==> src/rtl/core/hnm_pkg.sv <==
package hnm_pkg;

    localparam int DEF_TRAIN_DEPTH = 1024;
    localparam int DEF_DESC_WORDS  = 4;

    localparam int WORD_W     = 64;
    localparam int SLOT_W     = 10;
    localparam int POS_W      = 2;
    localparam int QID_W      = 16;
    localparam int OUT_IDX_W  = 10;
    localparam int OUT_DIST_W = 9;
    localparam int RATIO_W    = 9;
    localparam int COUNT_W    = 11;
    localparam int ONES_W     = 7;

    localparam int IN_TDATA_W  = 96;
    localparam int OUT_TDATA_W = 48;

    localparam int CFG_IDX_W  = 1;
    localparam int CFG_DATA_W = 11;

    localparam logic [CFG_IDX_W-1:0] REG_RATIO = 1'd0;
    localparam logic [CFG_IDX_W-1:0] REG_COUNT = 1'd1;

    localparam logic KIND_LOAD  = 1'b0;
    localparam logic KIND_QUERY = 1'b1;

    localparam logic [RATIO_W-1:0] RATIO_RESET = 9'd204;
    localparam logic [COUNT_W-1:0] COUNT_RESET = 11'd0;

    typedef struct packed {
        logic valid;
        logic last;
    } hnm_tag_t;

    function automatic logic [3:0] byte_ones(input logic [7:0] b);
        logic [3:0] n;
        n = 4'd0;
        for (int i = 0; i < 8; i++)
        begin
            n = n + {3'd0, b[i]};
        end
        return n;
    endfunction

    function automatic logic [ONES_W-1:0] word_ones(input logic [WORD_W-1:0] v);
        logic [ONES_W-1:0] n;
        n = '0;
        for (int i = 0; i < WORD_W / 8; i++)
        begin
            n = n + {3'd0, byte_ones(v[i*8 +: 8])};
        end
        return n;
    endfunction

endpackage

==> src/rtl/core/hnm_dist.sv <==
module hnm_dist
    import hnm_pkg::*;
#(
    parameter int DESC_WORDS = DEF_DESC_WORDS,
    localparam int DIST_W = $clog2(DESC_WORDS * WORD_W + 2)
)
(
    input  logic                         clk,
    input  logic                         rst_n,
    input  hnm_tag_t                     tag_in,
    input  logic [DESC_WORDS*WORD_W-1:0] train_words,
    input  logic [DESC_WORDS*WORD_W-1:0] query_words,
    output hnm_tag_t                     tag_out,
    output logic [DIST_W-1:0]            dist_out
);

    logic [ONES_W-1:0] ones_reg [DESC_WORDS];
    hnm_tag_t          tag1_reg;
    hnm_tag_t          tag2_reg;
    logic [DIST_W-1:0] dist_reg;
    logic [DIST_W-1:0] dist_next;

    // per-word popcount of the difference
    always_ff @(posedge clk)
    begin
        for (int w = 0; w < DESC_WORDS; w++)
        begin
            ones_reg[w] <= word_ones(train_words[w*WORD_W +: WORD_W]
                                     ^ query_words[w*WORD_W +: WORD_W]);
        end
    end

    always_comb
    begin
        dist_next = '0;
        for (int w = 0; w < DESC_WORDS; w++)
        begin
            dist_next = dist_next + DIST_W'(ones_reg[w]);
        end
    end

    always_ff @(posedge clk)
    begin
        dist_reg <= dist_next;
    end

    always_ff @(posedge clk or negedge rst_n)
    begin
        if (!rst_n)
        begin
            tag1_reg <= '0;
            tag2_reg <= '0;
        end
        else
        begin
            tag1_reg <= tag_in;
            tag2_reg <= tag1_reg;
        end
    end

    assign tag_out  = tag2_reg;
    assign dist_out = dist_reg;

endmodule

==> config.mk <==
export PLATFORM = sky130hd
export DESIGN_NAME = hnm_dist
export DESIGN_NICKNAME = d
export VERILOG_FILES = /design/src/rtl/core/hnm_pkg.sv /design/src/rtl/core/hnm_dist.sv
export SDC_FILE = /design/constraint.sdc
export NUM_CORES = 1
export LEC_CHECK = 0
export BUFFER_PORTS_ARGS = -buffer_cell sky130_fd_sc_hd__buf_2
export CAP_MARGIN = 20
export CELL_PAD_IN_SITES_DETAIL_PLACEMENT = 1
export CELL_PAD_IN_SITES_GLOBAL_PLACEMENT = 2
export CORE_AREA = 2 2 207 209
export DETAILED_ROUTE_END_ITERATION = 8
export DIE_AREA = 0 0 209 211
export PLACE_DENSITY = 0.73
export SLEW_MARGIN = 20
export SYNTH_ARGS = -nofsm -noshare
export SYNTH_HDL_FRONTEND = slang
export SYNTH_SLANG_ARGS = --single-unit
==> constraint.sdc <==
create_clock -name clk -period 6.11 [get_ports clk]
set_clock_uncertainty 0.15 [all_clocks]
set_input_delay 0.9165 -clock clk [delete_from_list [all_inputs] [get_ports clk]]
set_output_delay 0.9165 -clock clk [all_outputs]
set_load 0.02 [all_outputs]
==> results.toml <==
[final_layout]
final_area_mm2 = 0.0144
layout-drive-gt1-share_pct = 48.1
final_cell_mix = "buf_2, fa_1, inv_1, xnor2_1, xor2_1"
fillers = 4876
syn2layout_area_growth_pct = 47.2
layout_commonest_cell = "buf_2"
nets = 2246
largest_register_ffs = 28
antennaDiodeCount = 0

[clock_network]
clock_latency_ns = 0.29
root_buffer = "clkbuf_16"
cts_buffers = 5
htree_num_levels = 2
cts.path.max_buffers = 2
cts_sinks = 41
path_clk_slew_ns = 0.06
cts_tree = "done"

[global_route]
antenna_found_initial = 1
grt_max_degree = 14
grt_pass1_vias = 9350
overflow = 0
grt_pass1_wl_mm = 46.3
grt_use_total_pct = 13.3

[critical_path]
crit_required_ns = 6.13
crit_arrival_ns = 6.47
rr_startpoint = "ones_reg[0][1]$_DFF_P_"
rr_endpoint = "dist_out[7]$_DFF_P_"
worst_setup_path_end_kind = "flop"
path_class = "in -> reg"
worst_r2r_path_depth = 9
critPathLaunchType = "primary input"
regToRegSetupSlack_ns = 3.01
critical_path.max_fanout = 3

[routing]
via_per_inst = 3.86
drt_iter0_drc = 118
vias = 7621
drt-pass1-iter-count = 4
routed_wl_mm = 29.0
antenna_left = 0
routedWlPerCell_um = 14.7
drc = 0

[outcome]
violations = "setup timing"
status = "finished with violations"

[yosys]
synth.distinct_cells = 25
synthCells = 864
synth_area_per_cell_um2 = 11.4
ys_warn_count = 0
ys_seq_elements = 41
netlist_area_mm2 = 0.00981
syn-num-nets = 1678
synth_seq_area_share_pct = 8.57

[placed_design]
hpwl_mm = 27.8
place.port_buffers = 526
pre_cts_slack_ns = -0.755
postPlaceCellArea_mm2 = 0.0135
finalWeightedCongestion = 0.805

[hold_path]
hold_path.startpoint = "tag1_reg[0]$_DFF_PN0_"
hold_class = "reg -> reg"
hold_end = "tag_out[0]$_DFF_PN0_"
hold_path_depth = 0

[timing]
worst_slew_pin_slew_ns = 0.442
hold_viol = 0
slew_violations = 0
fin_hold_ws_ns = 0.201
slew_headroom_pct = 70.4
fmax_ghz = 0.155
fin_crit_ns = 6.45
finalCritPeriodShare_pct = 106
finalSetupViolations = 19
setup_slack_ns = -0.341
rsz0062_at_grt = "yes"

[floorplanning]
initial_core_util_pct = 23.5
core-area_mm2 = 0.0418
rows = 75
io_pins = 527
die_area_mm2 = 0.0441
die_height_um = 211
chipWidth_um = 209

[flow_run]
cap_violations = 0
==> Yosys cell counts <==
cell type,number,share of area [%]
dfrtp_1,4,1.0
ha_1,68,8.7
xnor2_1,153,14
a211oi_1,10,0.77
nor2b_4,1,0.14
a21oi_1,12,0.61
fa_1,230,47
a21o_1,11,0.84
nand2b_1,3,0.19
nor3b_1,1,0.077
inv_1,181,6.9
nor2b_1,1,0.064
xor2_1,119,11
o21ai_0,8,0.41
a311o_1,1,0.10
o31a_1,1,0.089
o21a_1,1,0.077
nand3_1,1,0.051
nor2_1,8,0.31
o21ai_1,5,0.26
dfxtp_1,37,7.6
a31oi_1,1,0.064
nor4_1,1,0.064
a31o_1,1,0.089
o21bai_1,5,0.38
==> through the flow <==
| stage | TNS (ns) | instances | utilization, % |
|---|---|---|---|
| 2_1_floorplan | -2.61 | 864 | - |
| 3_5_place_dp | -12.99 | 1959 | 32.4 |
| 3_3_place_gp | -11.86 | 1959 | 32.4 |
| 5_1_grt | -7.58 | 1972 | 34.6 |
| 6_report | -3.86 | 1972 | 34.6 |
| 4_1_cts | -3.93 | 1971 | 34.0 |
==> repair_timing <==
item	in CTS	in global routing
setup endpoints to repair	24	23
pin swaps	77	34
hold buffers	0	0
gates cloned	0	0
resized for setup	86	50
setup buffers	7	5
endpoints found under the hold margin	0	0
==> area by class of cell <==
type,count,area (µm²),area share (%)
Clock buffer,5,125,0.867
Inverter,181,679,4.71
Multi-Input combinational cell,642,8940,61.9
Clock inverter,3,65.1,0.451
Sequential cell,41,841,5.82
Tap cell,539,674,4.67
Timing Repair Buffer,561,3120,21.6
==> layer usage <==
| layer | part of all wire, % | GRT usage [%] | routed length (µm) |
|---|---|---|---|
| met1 | 37 | 15.2 | 10700 |
| met3 | 4.8 | 1.99 | 1400 |
| met4 | 0.70 | 1.38 | 202 |
| met5 | 0 | 0 | 0 |
| met2 | 58 | 26.7 | 16700 |
==> critical path, stage by stage <==
cell	delay, ns
buf_8	0.10
xnor2_4	0.13
fa_1	0.55
inv_2	0.04
fa_2	0.56
inv_2	0.04
fa_2	0.54
fa_1	0.41
fa_1	0.51
inv_2	0.04
fa_1	0.54
inv_2	0.04
fa_1	0.44
inv_2	0.09
fa_2	0.45
ha_4	0.18
fa_2	0.36
a211oi_2	0.23
nor2_1	0.08
o21ai_1	0.12
nand2b_1	0.09
==> cell families (layout without fill, tap and decap cells) <==
logic type	after synthesis	count (layout)	share of synthesized area, %
adders and majority gates	298	298	55.6
AOI/OAI and AO/OA	56	56	3.69
xor gates and xnor gates	272	272	24.3
DFF	41	41	8.57
and+or+nand+nor	16	16	0.893
buffers and inverters	181	750	6.93
==> worst max path at each step <==
stage	startpoint	to	depth (start not counted)
CTS	train_words[122]	ones_reg[1][6]$_DFF_P_	21
finish	train_words[122]	ones_reg[1][6]$_DFF_P_	21
floorplan	query_words[191]	ones_reg[2][6]$_DFF_P_	19
global placement	query_words[79]	ones_reg[1][6]$_DFF_P_	20
global route	train_words[79]	ones_reg[1][6]$_DFF_P_	20
detailed placement	query_words[28]	ones_reg[0][6]$_DFF_P_	18
Power is left out: the tool's default activity adds up to more than one toggle a clock period on the data nets, which glitch-free logic cannot reach.
