<file path="config.mk">
export PLATFORM = sky130hd
export DESIGN_NAME = hnm_rank
export DESIGN_NICKNAME = d
export VERILOG_FILES = /design/src/rtl/core/hnm_pkg.sv /design/src/rtl/core/hnm_rank.sv
export SDC_FILE = /design/constraint.sdc
export NUM_CORES = 1
export LEC_CHECK = 0
export ABC_AREA = 1
export BUFFER_PORTS_ARGS = -buffer_cell sky130_fd_sc_hd__buf_4
export CAP_MARGIN = 20
export CELL_PAD_IN_SITES_DETAIL_PLACEMENT = 1
export CELL_PAD_IN_SITES_GLOBAL_PLACEMENT = 1
export CORE_UTILIZATION = 40
export CTS_CLUSTER_DIAMETER = 120
export DETAILED_ROUTE_END_ITERATION = 10
export MAX_ROUTING_LAYER = met4
export PLACE_DENSITY_LB_ADDON = 0.08
export SLEW_MARGIN = 30
export SYNTH_ARGS = -nofsm -noshare
export SYNTH_HDL_FRONTEND = slang
export SYNTH_SLANG_ARGS = --single-unit
</file>
<file path="constraint.sdc">
create_clock -name clk -period 16.55 [get_ports clk]
set_input_delay 3.31 -clock clk [delete_from_list [all_inputs] [get_ports clk]]
set_output_delay 3.31 -clock clk [all_outputs]
set_load 0.01 [all_outputs]
</file>
<file path="src/rtl/core/hnm_pkg.sv">
package hnm_pkg;

    localparam int DEF_TRAIN_DEPTH = 1024;
    localparam int DEF_DESC_WORDS  = 4;

    localparam int WORD_W     = 64;
    localparam int SLOT_W     = 10;
    localparam int POS_W      = 2;
    localparam int QID_W      = 16;
    localparam int OUT_IDX_W  = 10;
    localparam int OUT_DIST_W = 9;
    localparam int RATIO_W    = 9;
    localparam int COUNT_W    = 11;
    localparam int ONES_W     = 7;

    localparam int IN_TDATA_W  = 96;
    localparam int OUT_TDATA_W = 48;

    localparam int CFG_IDX_W  = 1;
    localparam int CFG_DATA_W = 11;

    localparam logic [CFG_IDX_W-1:0] REG_RATIO = 1'd0;
    localparam logic [CFG_IDX_W-1:0] REG_COUNT = 1'd1;

    localparam logic KIND_LOAD  = 1'b0;
    localparam logic KIND_QUERY = 1'b1;

    localparam logic [RATIO_W-1:0] RATIO_RESET = 9'd204;
    localparam logic [COUNT_W-1:0] COUNT_RESET = 11'd0;

    typedef struct packed {
        logic valid;
        logic last;
    } hnm_tag_t;

    function automatic logic [3:0] byte_ones(input logic [7:0] b);
        logic [3:0] n;
        n = 4'd0;
        for (int i = 0; i < 8; i++)
        begin
            n = n + {3'd0, b[i]};
        end
        return n;
    endfunction

    function automatic logic [ONES_W-1:0] word_ones(input logic [WORD_W-1:0] v);
        logic [ONES_W-1:0] n;
        n = '0;
        for (int i = 0; i < WORD_W / 8; i++)
        begin
            n = n + {3'd0, byte_ones(v[i*8 +: 8])};
        end
        return n;
    endfunction

endpackage

</file>
<file path="src/rtl/core/hnm_rank.sv">
module hnm_rank
    import hnm_pkg::*;
#(
    parameter int TRAIN_DEPTH = DEF_TRAIN_DEPTH,
    parameter int DESC_WORDS  = DEF_DESC_WORDS,
    localparam int AW     = (TRAIN_DEPTH > 1) ? $clog2(TRAIN_DEPTH) : 1,
    localparam int DIST_W = $clog2(DESC_WORDS * WORD_W + 2)
)
(
    input  logic               clk,
    input  logic               rst_n,
    input  logic               arm,
    input  hnm_tag_t           tag_in,
    input  logic [DIST_W-1:0]  dist_in,
    input  logic [RATIO_W-1:0] ratio,
    output logic [DIST_W-1:0]  best_dist,
    output logic [DIST_W-1:0]  second_dist,
    output logic [AW-1:0]      best_index,
    output logic               done,
    output logic               pass
);

    localparam logic [DIST_W-1:0] NO_DIST = DIST_W'(DESC_WORDS * WORD_W + 1);
    localparam int PROD_W = RATIO_W + DIST_W + 8;

    logic [DIST_W-1:0] best_reg;
    logic [DIST_W-1:0] second_reg;
    logic [AW-1:0]     index_reg;
    logic [AW-1:0]     cnt_reg;
    logic              done_reg;
    logic [PROD_W-1:0] lhs;
    logic [PROD_W-1:0] rhs;

    always_ff @(posedge clk or negedge rst_n)
    begin
        if (!rst_n)
        begin
            best_reg   <= NO_DIST;
            second_reg <= NO_DIST;
            index_reg  <= '0;
            cnt_reg    <= '0;
            done_reg   <= 1'b0;
        end
        else if (arm)
        begin
            best_reg   <= NO_DIST;
            second_reg <= NO_DIST;
            index_reg  <= '0;
            cnt_reg    <= '0;
            done_reg   <= 1'b0;
        end
        else
        begin
            done_reg <= tag_in.valid && tag_in.last;
            if (tag_in.valid)
            begin
                cnt_reg <= cnt_reg + AW'(1);
                // strict compares keep the earliest index on ties
                if (dist_in < best_reg)
                begin
                    second_reg <= best_reg;
                    best_reg   <= dist_in;
                    index_reg  <= cnt_reg;
                end
                else if (dist_in < second_reg)
                begin
                    second_reg <= dist_in;
                end
            end
        end
    end

    assign lhs  = {PROD_W'(best_reg)} << 8;
    assign rhs  = PROD_W'(ratio) * PROD_W'(second_reg);
    assign pass = (second_reg == NO_DIST) || (lhs <= rhs);

    assign best_dist   = best_reg;
    assign second_dist = second_reg;
    assign best_index  = index_reg;
    assign done        = done_reg;

endmodule

</file>
==> metrics list, run 1 <==
- Critical path buffers and inverters: 7
* Worst-path fanout max: 9
* Hold buffers post-CTS: 0
* Commonest non-fill, non-tap cells in the layout: sky130_fd_sc_hd__nand2_1, sky130_fd_sc_hd__inv_1, sky130_fd_sc_hd__ha_1
* Number of warnings issued by yosys: 0
- Filler instances: roughly 1.6k
- Switching fraction of total power: 56.1%
- The final critical path takes up a little over two thirds of the cycle.
- Maximum clock frequency: just under 0.09 GHz
- In this run, placement finished with an instance count of about 930.
- In this run the biggest area consumer among cell types represents between 10% and 20% of the synthesized area.
- The smallest clock period supported by the final layout is computed as between 10,000 and 15,000 ps.
* Power per cell area: 223 nW/um^2
* Kind of capture point of the worst setup path: output pin
- Arrival time of the worst setup path: about 8300 ps
- The H-tree was split into 2 levels.
* Via Count: about 4.6k
- Clock buffers created by TritonCTS: 5
- Ratio of cells with drive above 1 in the final layout: about a tenth
- Cell count after synthesis: 728
- Slew of the pin with the lowest slew margin: approximately 670 ps
* Dominant register cell in the synthesized netlist: sky130_fd_sc_hd__dfrtp_1
- In this run, the clock network consumes 8.6% of the power.
- Max Transition Viols Final: 0
- # IOs: 53
- Largest delay contributor family on the critical path: adder cells
- Hold path start: best_index[0]
* Post-Syn Area per Cell: approximately 7.3 sq um
- The core region is roughly 13,000 sq um.
- Count of antenna diodes in the layout: 0
- The share of total power dissipated in sequential elements is about an eighth.
- Unrepaired setup endpoints after global routing: false
- Entering global routing, the biggest net connects 40 pins.
- The later pin in the worst-skew pair is clocked with a latency of 290 ps.
* Class of the most critical setup path: input port to output pin
- P_leak: 0.00359 uW
- The clock arrives with around 6.7 ps of skew.
- After detailed routing, the average wire length per cell comes to 16.0 um.
* RD Place Congestion: around 0.86
* First-pass GRT wire length: about 25,000 um
- The number of antenna violations at the first check in global routing came to 0.
- The die is 117 um tall.
- Core occupancy in the finished layout: a little under half
- Post-CTS Repair Setup Buffers: 0
- TritonCTS built the clock tree.
- The final layout contains routed wiring with a total length of about 15,000 um.
- Result of the run: complete, no violations
* Number of routed nets with antenna violations: 0
* Final non-filler cell total: 935
* Cell types with the largest area share after synthesis: sky130_fd_sc_hd__fa_1, sky130_fd_sc_hd__dfrtp_1, sky130_fd_sc_hd__ha_1, sky130_fd_sc_hd__nand2_1, sky130_fd_sc_hd__inv_1
* Clk pin slew, worst setup/hold paths: around 60 ps
- Initial Util: roughly two fifths
* Worst Hold Class: flop to flop
* Slowest cell on the critical path: sky130_fd_sc_hd__fa_1
- Area used by multi-input combinational logic: roughly 3500 sq um
- Most common library cell in the layout ignoring fill and taps: sky130_fd_sc_hd__nand2_1
- For this run, the slowest stage of the critical path takes between 500 and 600 ps.
- Worst voltage drop across the vdd grid: between 0.09 and 0.1 mV
* Async set-reset flop share out of synthesis: 100%
- Number of hold violations in the final report: 0
* Critical path data required time: 13,240 ps
* Worst Setup SP: ratio[3]
- Post-CTS repair changed the size of 0 cells.
- Counting flops with a built-in enable in the synthesized netlist gives 0.
* Area of the die: about 14,000 sq um
- For this run, the register share of the synthesized area comes to ~18%.
* Remaining global-route overflow: 0
- FP Rows: 41
- Cell internal power was estimated by the tool at 584 uW.
* Post-DP HPWL: about 12,000 um
- Measured along the x axis, the die boundary spans ~120 um.
* Number of storage elements in the synthesis netlist: 39
* Number of DRC markers in iteration 0: approximately 160
* Portion of total power attributed to combinational logic: approximately four fifths
- Using the TritonRoute via totals, the vias-per-cell ratio works out to just under 5.
- FF+latch area: approximately 980 sq um
* Root buf cell: sky130_fd_sc_hd__clkbuf_16
* Number of library cell types mapped by synthesis: 38
- Summing every instance area after synthesis gives between 5000 and 6000 sq um.
- Input/output buffers: between 50 and 60
- The tool flagged a number of max-cap violations equal to 0.
- For this run, design rule violations remaining after detail routing come to 0.
* Worst relative slew slack: between 50 and 60%
- Cell accounting for the most synthesized area: sky130_fd_sc_hd__fa_1
- From synthesis to final layout, the design area changed by 12.0%.
- Switching power of the nets: around 750 uW
- The longest clock path from root to sink contains 2 buffers.
- Post-synth net total: slightly below 900
* Number of setup violations in the final report: 0
- The number of global-route vias before repair came to 4,900.
- The worst setup path is launched from an input port.
- Number of sinks handled by clock tree synthesis: 39
* Nets@finish: ~900
- For this run, the total global-route usage over all layers was measured as between 20% and 30%.
* Pre-Repair DR Iteration Count: 4
- Cell repeated most along the worst path: sky130_fd_sc_hd__nand2_1
- Setup total negative slack on the finished layout was measured at 0 ps.
- The startpoint identified for the worst register-to-register timing path is best_dist[8].
## power by group through the flow
| stage | clock network (uW) | registers (uW) | logic (uW) |
|---|---|---|---|
| global route | 119 | 172 | 1190 |
| detailed placement | 0 | 170 | 1040 |
| finish | 114 | 169 | 1050 |
| CTS | 116 | 168 | 1060 |
| global placement | 0 | 169 | 1000 |
| floorplan | 0 | 131 | 780 |
## path summary, 6_finish.rpt
path	endpoint	slack, ps	depth (start not counted)
max	pass	4980	27
min	best_index[0]	480	2
max reg2reg	second_dist[6]	14040	11
min reg2reg	best_index[0]	480	2
max in group asynchronous	second_dist[8]	13170	1
min in group asynchronous	best_index[4]	3000	1
## stage by stage
stage	area, sq um	total power, uW	hold WS, ps	setup WS, ps
5_1_grt	5950	1480	506	4730
3_5_place_dp	5790	1210	463	5000
2_1_floorplan	5320	911	484	5550
3_3_place_gp	5790	1170	461	5240
6_report	5950	1330	477	4980
4_1_cts	5950	1350	479	4960
## Yosys cell counts, types with 5 or more instances
| cell | instances |
|---|---|
| sky130_fd_sc_hd__nor3_1 | 6 |
| sky130_fd_sc_hd__nand4_1 | 6 |
| sky130_fd_sc_hd__nand3_1 | 36 |
| sky130_fd_sc_hd__dfrtp_1 | 35 |
| sky130_fd_sc_hd__clkbuf_1 | 18 |
| sky130_fd_sc_hd__o21ai_1 | 10 |
| sky130_fd_sc_hd__xnor2_1 | 5 |
| sky130_fd_sc_hd__nor2_1 | 43 |
| sky130_fd_sc_hd__inv_1 | 171 |
| sky130_fd_sc_hd__a21oi_1 | 26 |
| sky130_fd_sc_hd__nand2_1 | 198 |
| sky130_fd_sc_hd__ha_1 | 64 |
| sky130_fd_sc_hd__fa_1 | 50 |
| sky130_fd_sc_hd__o21ai_0 | 15 |
| sky130_fd_sc_hd__xor2_1 | 6 |
## routing by layer
metal | global-route usage, % | part of all wire [%] | wire, um | vias to the layer above
met5 | - | 0 | 0 | -
met4 | 5.65 | 1.3 | 201 | 0
met3 | 2.01 | 2.2 | 323 | 18
met2 | 43.5 | 52 | 7800 | 63
met1 | 29.5 | 45 | 6680 | 2298
li1 | - | - | - | 2258
## cell type report
class / instances / share of cell area [%]
Sequential cell: 39 / 16.5
Timing Repair Buffer: 52 / 6.56
Tap cell: 172 / 3.61
Clock inverter: 3 / 0.735
Clock buffer: 5 / 2.10
Inverter: 173 / 10.9
Multi-Input combinational cell: 491 / 59.6
## kinds of logic after synthesis
group / count (synthesis) / share of synthesized area (%)
buffers and inverters: 198 / 14.8
AOI/OAI and AO/OA: 60 / 6.14
xor gates and xnor gates: 11 / 1.81
DFF: 39 / 18.5
adders and majority gates: 114 / 33.9
and+or+nand+nor: 306 / 24.9
## tightest hold or removal path: stages (launching register included)
cell	delay [ps]
sky130_fd_sc_hd__dfrtp_1	340
sky130_fd_sc_hd__nand2_1	60
sky130_fd_sc_hd__nand2_1	50
Power figures use the tool's default switching activity.
==> run 2: changes to the inputs <==
- ABC_AREA: 1 -> 0
- clock period: 16.55 -> 9.79 ns (I/O delays scaled with it)
==> metrics list, run 2 <==
- Result of the run: complete, no violations
- Synthesis produced 570 cells.
* Commonest non-fill, non-tap cells in the layout: sky130_fd_sc_hd__inv_1, sky130_fd_sc_hd__ha_1, sky130_fd_sc_hd__nand2_1
* Most instantiated cells after synthesis: sky130_fd_sc_hd__inv_1, sky130_fd_sc_hd__ha_1, sky130_fd_sc_hd__nand2_1
* # IOs: 53
- Yosys top cell area share: approximately a fifth
* Number of library cell types mapped by synthesis: 49
* Class of the most critical setup path: input port to output pin
- Worst voltage drop across the vdd grid: 0.0828 mV
* Unrepaired setup endpoints after global routing: false
* FP Rows: 40
* Worst relative slew slack: a little under two fifths
- Per-cell via count in the routed design: 5.27
* Met3 layer usage reported by global route: between 3 and 4%
- The count of pins over their slew limit came to 0.
- The floorplan step defined a die boundary enclosing 13,100 sq um.
* Number of routed nets with antenna violations: 0
- The number of global-route vias before repair came to approximately 4.2k.
* Portion of total power attributed to combinational logic: between 60% and 70%
- Synthesis inferred 39 register bits.
- P&R area growth vs syn: 13.6%
- Proportion of synthesized chip area in sequential cells: 19.5%
- From left edge to right edge, the die measures around 110 um.
* Vert. Die Dim: 114 um
* Number of DRC markers in iteration 0: just under 200
* Number of design rule violations left after detail routing: 0
- Total global-route track usage: ~22%
- At the pin with the least slew margin, the transition time is 932 ps.
- Met1 track demand over resource in global routing: between 30% and 40%
- Subtracting the final worst setup slack from the clock period gives approximately 9400 ps.
- The core region is around 12,000 sq um.
- Switching fraction of total power: 48.8%
- Clk pin slew, worst setup/hold paths: around 60 ps
- Post-route worst setup slack: roughly 430 ps
* EDFF count, synth: 0
* Library cell with the highest instance count after synthesis: sky130_fd_sc_hd__inv_1
- Port buffering added 52 buffers.
- Number of sinks handled by clock tree synthesis: 39
* Post-Syn Area per Cell: 8.84 sq um
* Critical path data required time: roughly 7800 ps
* TritonCTS clock tree: yes
* Worst Clk Skew: roughly 2.7 ps
* Worst Hold Class: flop to flop
* Root buf cell: sky130_fd_sc_hd__clkbuf_16
- Hold slack: approximately 520 ps
- Entering global routing, the biggest net connects 40 pins.
* Dominant register cell in the synthesized netlist: sky130_fd_sc_hd__dfrtp_1
- WL final: 13,400 um
- The number of clock buffers added by TritonCTS is 5.
- During synthesis, Yosys emitted a total of 0 warnings.
- For this run, asynchronously set or reset flops after synthesis account for 100%.
- Overall power consumption: ~1200 uW
- Via Count: around 4.1k
- Post-DP HPWL: 10,600 um
- The synthesized netlist occupies a cell area of about 5000 sq um.
- Sorting the synthesized cells by area gives the leading types as sky130_fd_sc_hd__fa_1, sky130_fd_sc_hd__dfrtp_1, sky130_fd_sc_hd__ha_1, sky130_fd_sc_hd__inv_1, sky130_fd_sc_hd__and2_1.
* Sequential cell fraction of total power: 17.8%
- Of the available clock period, the critical path in the final layout requires 95.6%.
- The tool flagged a number of max-cap violations equal to 0.
- Cell accounting for the most synthesized area: sky130_fd_sc_hd__fa_1
* Count of antenna diodes in the layout: 0
- Leaving out fill and tap cells, the most frequent cell in the layout is sky130_fd_sc_hd__inv_1.
* Nets@finish: 745
- Switching power of the nets: 599 uW
* First-pass GRT wire length: roughly 22,000 um
- Number of hold violations in the final report: 0
- The worst setup path is launched from an input port.
- Internal power: around 630 uW
- Source-to-sink clock delay at the later pin of the worst-skew pair: around 280 ps
* Ratio of cells with drive above 1 in the final layout: about 12%
* Core occupancy in the finished layout: approximately 47%
- Global routing consumed, on the met2 layer, between 30% and 40% of the routing resources.
- For this run the aggregate overflow at the end of global routing stands at 0.
- The clock passes through at most 2 buffers.
* Post-Route Setup TNS: 0 ps
- Setup violations remaining at the end of the flow were counted as 0.
- For this configuration, the core starts out at a cell density of slightly above 40%.
- Of the total power, the clock network draws 13.2%.
* Arrival time of the worst setup path: approximately 7400 ps
- Prior to clock tree synthesis, the placed netlist has a worst setup slack of 106 ps.
* H-tree levels: 2
* Hold buffers post-CTS: 0
- P_leak: between 0.003 and 0.004 uW
* Pre-Repair DR Iteration Count: 4
- Kind of capture point of the worst setup path: output pin
- Along the worst path, the maximum fanout reaches 9.
- The number of antenna violations at the first check in global routing was 0.
* Flop-to-flop setup slack: about 6400 ps
- Power per cell area: 214 nW/um^2
- After detailed routing, the average wire length per cell comes to about 17 um.
- Routability-driven placement finished with a final weighted congestion of ~0.83.
* Maximum clock frequency: about 0.11 GHz
- Post-synth net total: between 700 and 800
- met2 is the most crowded layer.
## run 2: cell types whose count changed in the layout (fill, tap and decap cells not counted), moves of 5 or more
cell / previous run / this run
sky130_fd_sc_hd__nand3_1: 36 / 8
sky130_fd_sc_hd__and3_1: 1 / 8
sky130_fd_sc_hd__o21ai_0: 15 / 7
sky130_fd_sc_hd__and2_1: 1 / 47
sky130_fd_sc_hd__o21ai_1: 10 / 5
sky130_fd_sc_hd__mux2i_1: 0 / 24
sky130_fd_sc_hd__xor2_1: 6 / 11
sky130_fd_sc_hd__a31oi_1: 0 / 9
sky130_fd_sc_hd__nor2_1: 43 / 30
sky130_fd_sc_hd__inv_1: 171 / 98
sky130_fd_sc_hd__o211ai_1: 2 / 9
sky130_fd_sc_hd__nand2_1: 198 / 60
## run 2: per-stage QoR
| stage | cells | cell area (sq um) |
|---|---|---|
| floorplan | 570 | 5040 |
| detailed placement | 768 | 5550 |
| global placement | 768 | 5550 |
| global route | 777 | 5730 |
| finish | 777 | 5730 |
| CTS | 776 | 5690 |
## run 2: worst max-delay path, cell delays in order
cell and delay (ps):
sky130_fd_sc_hd__buf_4 140, sky130_fd_sc_hd__and2_1 180, sky130_fd_sc_hd__fa_1 520, sky130_fd_sc_hd__fa_1 520, sky130_fd_sc_hd__fa_1 550, sky130_fd_sc_hd__inv_1 60
sky130_fd_sc_hd__fa_1 530, sky130_fd_sc_hd__inv_1 50, sky130_fd_sc_hd__ha_1 360, sky130_fd_sc_hd__a211oi_2 260, sky130_fd_sc_hd__o211ai_1 180, sky130_fd_sc_hd__a41oi_2 250
sky130_fd_sc_hd__o21bai_1 80, sky130_fd_sc_hd__a21oi_1 180, sky130_fd_sc_hd__xor2_1 100, sky130_fd_sc_hd__ha_1 310, sky130_fd_sc_hd__nor4bb_2 300, sky130_fd_sc_hd__nand4b_1 170
sky130_fd_sc_hd__nor4_2 250, sky130_fd_sc_hd__a2111oi_2 120, sky130_fd_sc_hd__o311ai_1 130, sky130_fd_sc_hd__buf_4 190
## run 2: layout make-up
cell class	count	area [sq um]
fillers	1455	6430
multi-input cells	407	3610
flip-flops and latches	39	981
repair buffers	54	405
inverters	101	379
well taps	168	210
clock buffers	6	129
clock inverters	2	12.5
## run 2: logic make-up (layout without fill, tap and decap cells)
family / after synthesis / in the layout / synth area share [%]
AND/OR/NAND/NOR: 174 / 174 / 17.1
buffers and inverters: 124 / 163 / 9.53
adder cells (fa/ha/maj): 114 / 114 / 35.7
AO/OA/AOI/OAI: 76 / 76 / 9.85
flip-flops: 39 / 39 / 19.5
multiplexers: 26 / 26 / 5.36
XOR/XNOR: 17 / 17 / 2.95
## run 2: final timing paths
check,from,to,cells after the start
setup / recovery,ratio[2],pass,22
hold / removal,best_index[3],best_index[3],2
setup reg to reg,best_dist[8],second_dist[8],7
hold reg to reg,best_index[3],best_index[3],2
max in group asynchronous,rst_n,best_dist[0],1
min in group asynchronous,rst_n,best_index[3],1
## run 2: timing repair
item                                    4_1_cts  5_1_grt
endpoints found under the setup margin        0        1
setup buffers                                 0        1
resized for setup                             0        6
## run 2: layer usage
| layer | vias up | share of wire, % |
|---|---|---|
| met5 | - | 0 |
| met4 | 0 | 0.37 |
| met3 | 8 | 3.5 |
| met2 | 56 | 48 |
| met1 | 2107 | 48 |
| li1 | 1923 | - |
## run 2: power by group through the flow
stage | combinational [uW] | clock [uW] | sequential, uW
global placement | 789 | 0 | 221
finish | 847 | 162 | 218
floorplan | 614 | 0 | 194
global route | 970 | 173 | 221
detailed placement | 821 | 0 | 222
CTS | 829 | 167 | 219
==> run 3: changes to the inputs <==
- CORE_UTILIZATION: 40 -> 35
==> metrics list, run 3 (synthesis results as in run 2) <==
* Result of the run: complete, no violations
- RD Place Congestion: ~0.84
- Worst-path fanout max: 9
* WL final: 13,200 um
* P_leak: 0.00307 uW
- Slew of the pin with the lowest slew margin: between 800 and 900 ps
- Worst Clk Skew: roughly 7.4 ps
- Number of hold violations in the final report: 0
- Via count of the first global-routing pass: 4,295
* Worst voltage drop across the vdd grid: slightly below 0.09 mV
* Unrepaired setup endpoints after global routing: false
* Post_cts resized: 0
- The number of antenna violations at the first check in global routing is 0.
- Nets@finish: approximately 750
* H-tree levels: 2
* Final non-filler cell total: 789
* Avg WL per Cell: 16.8 um
* Launching element type of the critical path: input port
* Critical path data required time: slightly below 8000 ps
* Number of DRC markers in iteration 0: ~110
- The count of pins over their slew limit was 0.
* Final cell area excluding filler cells: approximately 5700 sq um
- The worst path uses roughly 96% of the clock period.
- Flop-to-flop setup slack: 6320 ps
- In this run, CTS created clock tree buffers numbering 5.
- After clock tree synthesis, the flow added hold-fix buffers numbering 0.
- The internal power of the cells totals roughly 640 uW.
* Via Count: between 3k and 4k
- Across every metal layer, demand over resource in global routing totals between 15 and 20%.
* Count of antenna diodes in the layout: 0
- First-pass GRT wire length: 22,200 um
* Max-cap viol count: 0
- Setup violations remaining at the end of the flow were counted as 0.
- After clock tree synthesis, the clock-pin slew on the worst setup and hold paths is 70 ps.
* Source-to-sink clock delay at the later pin of the worst-skew pair: slightly below 300 ps
* Number of placed instances with taps included: 781
- Clock period minus final worst setup slack: approximately 9400 ps
- Pin count of the biggest net entering global routing: 40
- Once placement finished, the instance area stood at about 5600 sq um.
- Commonest non-fill, non-tap cells in the layout: sky130_fd_sc_hd__inv_1, sky130_fd_sc_hd__ha_1, sky130_fd_sc_hd__nand2_1
* TritonCTS clock tree: yes
- Sequential cell fraction of total power: approximately 18%
* Post-CTS Repair Setup Buffers: 0
- Switching power of the nets: roughly 590 uW
* Kind of capture point of the worst setup path: output pin
- The min-delay analysis places its worst path in the category flop to flop.
- The endpoint identified for the worst register-to-register timing path is second_dist[8].
* Arrival time of the worst setup path: approximately 7400 ps
- The worst pin sits at a relative slew slack of a little over two fifths.
* Remaining global-route overflow: 0
- Based on the critical path, the design can be clocked at up to 0.107 GHz.
- In this run the count of I/O pins placed on the die edge is 53.
- Post-Route Setup TNS: 0 ps
- Initial Util: 36.0%
* Switching fraction of total power: roughly 48%
- P&R area growth vs syn: 14.0%
* Number of design rule violations left after detail routing: 0
* Die W: around 120 um
- Ratio of cells with drive above 1 in the final layout: a little under an eighth
- Hold path endpoint: best_index[7]
- Portion of total power attributed to combinational logic: 66.8%
- Reg2Reg Launch Point: best_dist[8]
- Most common library cell in the layout ignoring fill and taps: sky130_fd_sc_hd__inv_1
* Number of routed nets with antenna violations: 0
* Worst Hold Depth: 2
- Hold path start: best_index[7]
- The wire-length estimate of the detail-placed layout is roughly 11,000 um.
* Class of the most critical setup path: input port to output pin
* Root buf cell: sky130_fd_sc_hd__clkbuf_16
- FP Rows: 43
- Power spread over the standard cell area amounts to 215 nW/um^2.
- Pre-Repair DR Iteration Count: 4
- From bottom edge to top edge, the die measures roughly 120 um.
- In this run the standard cell core region covers ~14,000 sq um.
- Max Root-Sink Buffers: 2
- Measured in cells, the most critical reg-to-reg path has a length of 7.
- Area of the die: 14,900 sq um
- Input/output buffers: 52
- Per-cell via count in the routed design: about 5.1
* Clock share of power: 15.6%
- The clock drives 39 sinks.
## run 3: area by class of cell
class / count / area (sq um)
clock buffers: 5 / 125
clock inverters: 3 / 43.8
fillers: 1664 / 8240
inverters: 101 / 379
multi-input cells: 407 / 3590
flip-flops and latches: 39 / 981
well taps: 180 / 225
repair buffers: 54 / 405
## run 3: layer usage
layer | global-route usage [%] | vias to the layer above | part of all wire, %
met5 | - | - | 0
met4 | 2.55 | 0 | 0.44
met3 | 2.11 | 4 | 1.9
met2 | 32.5 | 39 | 49
met1 | 27.1 | 2024 | 49
li1 | - | 1925 | -
## run 3: how the worst max path moves through the flow
| stage | startpoint | endpoint | slack, ps |
|---|---|---|---|
| after floorplan | ratio[5] | pass | 910 |
| after global placement | ratio[2] | pass | 470 |
| after detailed placement | ratio[2] | pass | 360 |
| after CTS | ratio[2] | pass | 340 |
| after global routing | ratio[2] | pass | 5 |
| final | ratio[2] | pass | 420 |
## run 3: stage by stage
stage | power [uW] | setup WS, ps | hold WS [ps] | utilization, %
global route | 1370 | 5.06 | 574 | 41.1
CTS | 1250 | 338 | 536 | 41.0
global placement | 1030 | 467 | 506 | 39.8
floorplan | 808 | 907 | 505 | -
detailed placement | 1050 | 359 | 519 | 39.8
finish | 1230 | 423 | 525 | 41.1
## run 3: worst max-delay path, stage by stage
cell	delay [ps]
sky130_fd_sc_hd__buf_4	140
sky130_fd_sc_hd__and2_1	170
sky130_fd_sc_hd__fa_1	540
sky130_fd_sc_hd__fa_1	530
sky130_fd_sc_hd__fa_1	550
sky130_fd_sc_hd__inv_1	60
sky130_fd_sc_hd__fa_1	530
sky130_fd_sc_hd__inv_1	40
sky130_fd_sc_hd__ha_1	360
sky130_fd_sc_hd__a211oi_1	250
sky130_fd_sc_hd__o211ai_1	200
sky130_fd_sc_hd__a41oi_2	270
sky130_fd_sc_hd__o21bai_1	90
sky130_fd_sc_hd__a21oi_1	170
sky130_fd_sc_hd__xor2_1	90
sky130_fd_sc_hd__ha_1	320
sky130_fd_sc_hd__nor4bb_1	290
sky130_fd_sc_hd__nand4b_1	140
sky130_fd_sc_hd__nor4_1	290
sky130_fd_sc_hd__a2111oi_1	130
sky130_fd_sc_hd__o311ai_1	120
sky130_fd_sc_hd__buf_4	180
## run 3: power by group through the flow
stage | registers [uW] | clock network, uW | logic [uW]
after global routing | 220 | 202 | 950
after detailed placement | 221 | 0 | 826
after floorplan | 194 | 0 | 614
after CTS | 218 | 196 | 834
final | 217 | 192 | 824
after global placement | 221 | 0 | 804
